### src/design/homogeneous_point_transform_assert.svh
// ----------------------------------------------------------------------------
// Assertion macros for the homogeneous point transform
// Concurrent check macros; define ASSERT_OFF to compile them out.
// ----------------------------------------------------------------------------
`ifndef HOMOGENEOUS_POINT_TRANSFORM_ASSERT_SVH
`define HOMOGENEOUS_POINT_TRANSFORM_ASSERT_SVH
`ifndef ASSERT_OFF
`define HPT_ASSERT_IMPLIES(label, clk, rst_n, a, b) \
    label: assert property (@(posedge clk) disable iff (!rst_n) (a) |-> (b)) \
        else $error("hpt assertion failed");
`define HPT_ASSERT_NEXT(label, clk, rst_n, a, b) \
    label: assert property (@(posedge clk) disable iff (!rst_n) (a) |=> (b)) \
        else $error("hpt assertion failed");
`else
`define HPT_ASSERT_IMPLIES(label, clk, rst_n, a, b)
`define HPT_ASSERT_NEXT(label, clk, rst_n, a, b)
`endif
`endif

### src/design/hpt_pkg.sv
// ----------------------------------------------------------------------------
// hpt_pkg
// Shared types and constants of the homogeneous point transform.
// ----------------------------------------------------------------------------
package hpt_pkg;

    localparam int FRAC_BITS = 16;
    localparam int NDIV      = 32;            // quotient bits, one per stage
    localparam int NSTG      = 2 + NDIV + 2;  // mult, sum, prep, steps, final
    localparam int NREG      = 8;
    localparam int IDX_W     = 4;
    localparam int CFG_W     = 64;

    // register indexes
    localparam logic [IDX_W-1:0] REG_ROW0_FIRST  = 4'd0;
    localparam logic [IDX_W-1:0] REG_ROW0_SECOND = 4'd1;
    localparam logic [IDX_W-1:0] REG_ROW1_FIRST  = 4'd2;
    localparam logic [IDX_W-1:0] REG_ROW1_SECOND = 4'd3;
    localparam logic [IDX_W-1:0] REG_ROW2_FIRST  = 4'd4;
    localparam logic [IDX_W-1:0] REG_ROW2_SECOND = 4'd5;
    localparam logic [IDX_W-1:0] REG_ROW3_FIRST  = 4'd6;
    localparam logic [IDX_W-1:0] REG_ROW3_SECOND = 4'd7;

    localparam logic [CFG_W-1:0] ONE_LO = CFG_W'(64'd1 << FRAC_BITS);
    localparam logic [CFG_W-1:0] ONE_HI = CFG_W'(64'd1 << (FRAC_BITS + 32));

    // [row][col] coefficients, two's complement
    typedef logic [3:0][3:0][31:0] coef_mat_t;

    typedef struct packed {
        logic signed [31:0] in_x;
        logic signed [31:0] in_y;
        logic signed [31:0] in_z;
    } in_word_t;

    typedef struct packed {
        logic signed [31:0] out_x;
        logic signed [31:0] out_y;
        logic signed [31:0] out_z;
        logic               w_was_zero;
        logic               saturated;
    } out_word_t;

    // flags that ride along the divide stages
    typedef struct packed {
        logic w_zero;
        logic row_sat;
    } flag_t;

endpackage

### src/design/hpt_div_lane.sv
// ----------------------------------------------------------------------------
// hpt_div_lane
// Pipelined restoring divide of (r << FRAC_BITS) by w, one quotient bit per
// stage, with magnitude prep, sign fix and clamp to 32 bits.
// ----------------------------------------------------------------------------
module hpt_div_lane
(
    input  logic                        clk,
    input  logic [hpt_pkg::NDIV+1:0]    ld,
    input  logic signed [31:0]          r,
    input  logic signed [31:0]          w,
    output logic signed [31:0]          q,
    output logic                        qsat
);

    localparam int ND = hpt_pkg::NDIV;
    localparam int F  = hpt_pkg::FRAC_BITS;

    logic [31:0] rem_reg [0:ND];
    logic [31:0] nlo_reg [0:ND];
    logic [31:0] quo_reg [0:ND];
    logic [31:0] den_reg [0:ND];
    logic        neg_reg [0:ND];
    logic        ovf_reg [0:ND];

    logic [31:0] mag_r;
    logic [31:0] mag_w;
    logic [63:0] num;
    logic [31:0] num_hi;

    // prep: magnitudes, early overflow test (quotient >= 2^32)
    assign mag_r  = r[31] ? 32'(-r) : 32'(r);
    assign mag_w  = w[31] ? 32'(-w) : 32'(w);
    assign num    = {32'd0, mag_r} << F;
    assign num_hi = num[63:32];

    always_ff @(posedge clk)
    begin
        if (ld[0])
        begin
            rem_reg[0] <= num_hi;
            nlo_reg[0] <= num[31:0];
            quo_reg[0] <= '0;
            den_reg[0] <= mag_w;
            neg_reg[0] <= r[31] ^ w[31];
            ovf_reg[0] <= (num_hi >= mag_w);
        end
    end

    // one quotient bit per stage
    for (genvar j = 1; j <= ND; j++)
    begin : g_step
        logic [32:0] t;
        logic        take;
        assign t    = {rem_reg[j-1], nlo_reg[j-1][31]};
        assign take = (t >= {1'b0, den_reg[j-1]});

        always_ff @(posedge clk)
        begin
            if (ld[j])
            begin
                rem_reg[j] <= take ? 32'(t - {1'b0, den_reg[j-1]}) : t[31:0];
                nlo_reg[j] <= {nlo_reg[j-1][30:0], 1'b0};
                quo_reg[j] <= {quo_reg[j-1][30:0], take};
                den_reg[j] <= den_reg[j-1];
                neg_reg[j] <= neg_reg[j-1];
                ovf_reg[j] <= ovf_reg[j-1];
            end
        end
    end

    // sign fix and clamp
    logic signed [31:0] q_reg, q_next;
    logic               qsat_reg, qsat_next;
    logic [31:0]        qu;

    assign qu = quo_reg[ND];

    always_comb
    begin
        qsat_next = 1'b0;
        if (ovf_reg[ND])
        begin
            qsat_next = 1'b1;
            q_next    = neg_reg[ND] ? 32'sh80000000 : 32'sh7FFFFFFF;
        end
        else if (neg_reg[ND])
        begin
            if (qu > 32'h80000000)
            begin
                qsat_next = 1'b1;
                q_next    = 32'sh80000000;
            end
            else
            begin
                q_next = 32'(-qu);
            end
        end
        else
        begin
            if (qu[31])
            begin
                qsat_next = 1'b1;
                q_next    = 32'sh7FFFFFFF;
            end
            else
            begin
                q_next = qu;
            end
        end
    end

    always_ff @(posedge clk)
    begin
        if (ld[ND+1])
        begin
            q_reg    <= q_next;
            qsat_reg <= qsat_next;
        end
    end

    assign q    = q_reg;
    assign qsat = qsat_reg;

endmodule

### config.mk
export PLATFORM = sky130hd
export DESIGN_NAME = hpt_div_lane
export DESIGN_NICKNAME = d
export VERILOG_FILES = /design/src/design/homogeneous_point_transform_assert.svh /design/src/design/hpt_pkg.sv /design/src/design/hpt_div_lane.sv
export SDC_FILE = /design/constraint.sdc
export NUM_CORES = 2
export LEC_CHECK = 0
export ABC_AREA = 0
export BUFFER_PORTS_ARGS = -buffer_cell sky130_fd_sc_hd__buf_2
export CAP_MARGIN = 20
export CORE_UTILIZATION = 55
export DETAILED_ROUTE_END_ITERATION = 10
export GPL_TIMING_DRIVEN = 0
export PLACE_DENSITY_LB_ADDON = 0.08
export SLEW_MARGIN = 10
export SYNTH_ARGS = -nofsm -noshare
export SYNTH_HDL_FRONTEND = slang
export SYNTH_MEMORY_MAX_BITS = 65536
export SYNTH_SLANG_ARGS = --single-unit
### constraint.sdc
create_clock -name clk -period 7.7 [get_ports clk]
set_input_delay 1.54 -clock clk [delete_from_list [all_inputs] [get_ports clk]]
set_output_delay 1.54 -clock clk [all_outputs]
set_load 0.01 [all_outputs]
==> impl_metrics.csv <==
group,metric,value,unit
timing,timing.fmax,180,MHz
finish,drive_gt1_share,8.14,%
min_path,hp-class,"reg2reg",
global_route,grt_pass1_wl,590000,µm
worst_setup_path,critical-path-slowest-cell,"or4_1",
route,drc,0,
clock_network,ctsRootBufferMaster,"clkbuf_16",
yosys,synth_fp_nets,13900,
timing,worst_pin_slew,0.983,ns
route,ant_nets,0,
yosys,synth_edf_count,2795,
run_status,status,"completed",
yosys,synth.distinct_cells,100,
worst_setup_path,path_buf_inv,1,
timing,finalSetupViolCount,0,
placement,place_hpwl,303000,µm
yosys,synthCells,12800,
finish,fin_cells,17100,
worst_setup_path,arrival,6.19,ns
finish,largest_register_ffs,1024,
finish,final_common_cell,"edfxtp_1",
die,dieArea,274000,µm²
timing,finalClockSkew,0.0377,ns
yosys,postSynth.asyncResetShare,0,%
worst_setup_path,r2r-start,"den_reg[0][33]$_DFFE_PP_",
yosys,ys_top_cells_by_area,"edfxtp_1 56%, ha_1 8.6%, a21oi_1 3.2%",
global_route,grt_pass1_vias,98100,
pwr,power.leakage,66.6,nW
die,core,271000,µm²
placement,port_buffers,130,
global_route,grt_usage,28.3,%
worst_setup_path,startpoint,"r[10]",
yosys,synth-seq-cells,2795,
timing,hold_viol,0,
route,finalWirelength,391000,µm
clock_network,cts_resized,0,
clock_network,cts.reportedPaths.clkPinSlew,0.06,ns
pwr,powerDensity,417,nW/µm²
die,rows,191,
die,die-width,523,µm
finish,layout_common_cells,"2795 x edfxtp_1, 1264 x inv_1, 1027 x ha_1",
worst_setup_path,timing.rr.end,"rem_reg[0][94]$_DFFE_PP_",
global_route,grt_max_degree,85,
clock_network,cts_hold_buffers,0,
clock_network,cts_max_level,5,
clock_network,clock_path_buffers,4,
worst_setup_path,cp_data_required_time,8.32,ns
route,avgViaCountPerCell,5.91,
yosys,syn_area,149000,µm²
die,die_h,523,µm
yosys,synth_top_cell_by_area,"edfxtp_1",
clock_network,clock_sinks,2795,
finish,nets,14400,
worst_setup_path,crit_type,"in2reg",
die,start_util,55.3,%
die,io_pins,132,
global_route,antenna_found_initial,10,
placement,finalWeightedCongestion,0.941,
timing,period_needed,5.57,ns
clock_network,postCtsSetupRepairBufs,0,
timing,fin_tns_setup,0,ns
route,wl_per_cell,22.9,µm
route,drtIter0Drc,8663,
timing,rsz0062_at_grt,"false",
route,drtPass1Iterations,6,
clock_network,cts_made_buffers,305,
pwr,max-vdd-ir-drop,0.253,mV
worst_setup_path,reg2regPathDepth,13,
timing,slew_headroom,33.9,%
global_route,grt-ovfl-total,0,
yosys,syn_avg_cell_area,11.7,µm²
worst_setup_path,r2r_slack,2.80,ns
run,max-cap-violations,0,
worst_setup_path,max_stage_delay,0.58,ns
yosys,yosysWarnings,0,
placement,dp.cells,16500,
route,vias,101000,
timing,period_share,72.3,%
worst_setup_path,endpoint_kind,"flip-flop",
yosys,yosysTopAreaCellShare,56.2,%
worst_setup_path,cp-start-kind,"input pin",
clock_network,cts_tree,"done",
timing,slew_viol_final,0,
worst_setup_path,cp-endpoint,"ovf_reg[0][0]$_DFFE_PP_",
worst_setup_path,crit_path_max_fanout,4,
worst_setup_path,path_delay_family,"simple AND/OR/NAND/NOR gates",
finish,syn_to_final_growth,10.7,%
worst_setup_path,cp.depth,17,
clock_network,clkLatencyLatePin,0.91,ns
yosys,synth_top_flop_cell,"edfxtp_1",
yosys,ys_seq_area_share,56.2,%
worst_setup_path,path_cells,"buf_2, or4_1, or4_1, or2_2, nor3_2, nand4_1, or3_1, o31ai_1, xnor2_1, ha_1, a21o_1, a21o_1, a21oi_1, o21ai_0, nor4bb_1, nand4_1, a31oi_1",
## worst min path at each step
stage / startpoint / to / slack, ns / cells past startpoint
detailed placement: neg_reg[1][10]$_DFFE_PP_ / neg_reg[1][11]$_DFFE_PP_ / 0.40 / 0
finish: quo_reg[0][489]$_DFFE_PP_ / quo_reg[1][10]$_DFFE_PP_ / 0.40 / 0
global route: quo_reg[1][295]$_DFFE_PP_ / quo_reg[1][328]$_DFFE_PP_ / 0.40 / 0
global placement: quo_reg[1][136]$_DFFE_PP_ / quo_reg[1][169]$_DFFE_PP_ / 0.40 / 0
floorplan: neg_reg[0][9]$_DFFE_PP_ / neg_reg[0][10]$_DFFE_PP_ / 0.40 / 0
CTS: quo_reg[0][489]$_DFFE_PP_ / quo_reg[1][10]$_DFFE_PP_ / 0.39 / 0
## power breakdown
part | switching, mW | internal, mW | total, mW
registers | 2.57 | 22.0 | 24.6
logic | 17.4 | 12.4 | 29.9
clock network | 6.07 | 8.49 | 14.6
total | 26.1 | 42.9 | 69.0
## area by class of cell
cell class | instances | area [µm²]
timing repair buffer | 164 | 1640
sequential | 2795 | 83900
buffer | 277 | 1200
clock inverter | 188 | 1960
clock buffer | 358 | 7960
multi-input combinational | 8450 | 59600
fill | 21600 | 105000
inverter | 1269 | 4760
antenna | 6 | 15.0
tap | 3570 | 4470
## layer usage
metal	wire, µm	GRT usage (%)	vias up
met1	164000	36.6	49100
met4	15600	10.9	6
met2	192000	48.6	3056
met5	38	0	-
met3	19500	3.34	697
li1	-	-	48000
## cells in the mapped netlist, types with 27 or more instances
cell type  instances
a211oi_1          79
a21boi_0          39
a21o_1           482
a21oi_1          949
a221oi_1          27
a31oi_1           95
and2_1            64
and3_1            84
buf_2             36
clkbuf_1         215
edfxtp_1        2795
fa_1              31
ha_1            1027
inv_1           1264
mux2_2           309
mux2i_1           44
nand2_1          901
nand2b_1         196
nand3_1          177
nand4_1          158
nor2_1           706
nor2b_1          155
nor3_1           139
nor4_1            58
o211ai_1          57
o21a_1           171
o21ai_0          869
o21bai_1          90
o22ai_1           42
o31a_1            40
o31ai_1           88
o41ai_1           35
or2_2             44
or3_1             64
xnor2_1          518
xor2_1           351
## through the flow
stage / power [mW] / utilization (%) / setup WS (ns) / area, µm² / hold WS [ns]
2_1_floorplan: 45.3 / - / 2.39 / 149000 / 0.400
3_3_place_gp: 53.6 / 57.1 / 1.08 / 155000 / 0.400
3_5_place_dp: 54.2 / 57.5 / 1.25 / 156000 / 0.405
4_1_cts: 69.1 / 61.2 / 2.21 / 166000 / 0.393
5_1_grt: 73.3 / 61.2 / 1.94 / 166000 / 0.401
6_report: 69.0 / 61.2 / 2.13 / 166000 / 0.398
## cell families (layout without fill, tap and decap cells)
kind of cell / after synthesis / count (layout) / share of synthesized area (%)
buf+inv: 1546 / 2256 / 3.99
xor+xnor: 869 / 869 / 5.09
simple gates: 2857 / 2857 / 9.17
other cells: 0 / 6 / 0
flops: 2795 / 2795 / 56.2
compound gates: 3307 / 3307 / 13.9
mux: 359 / 359 / 2.68
fa+ha+maj: 1058 / 1058 / 9.01
(Power assumes the default switching activity.)
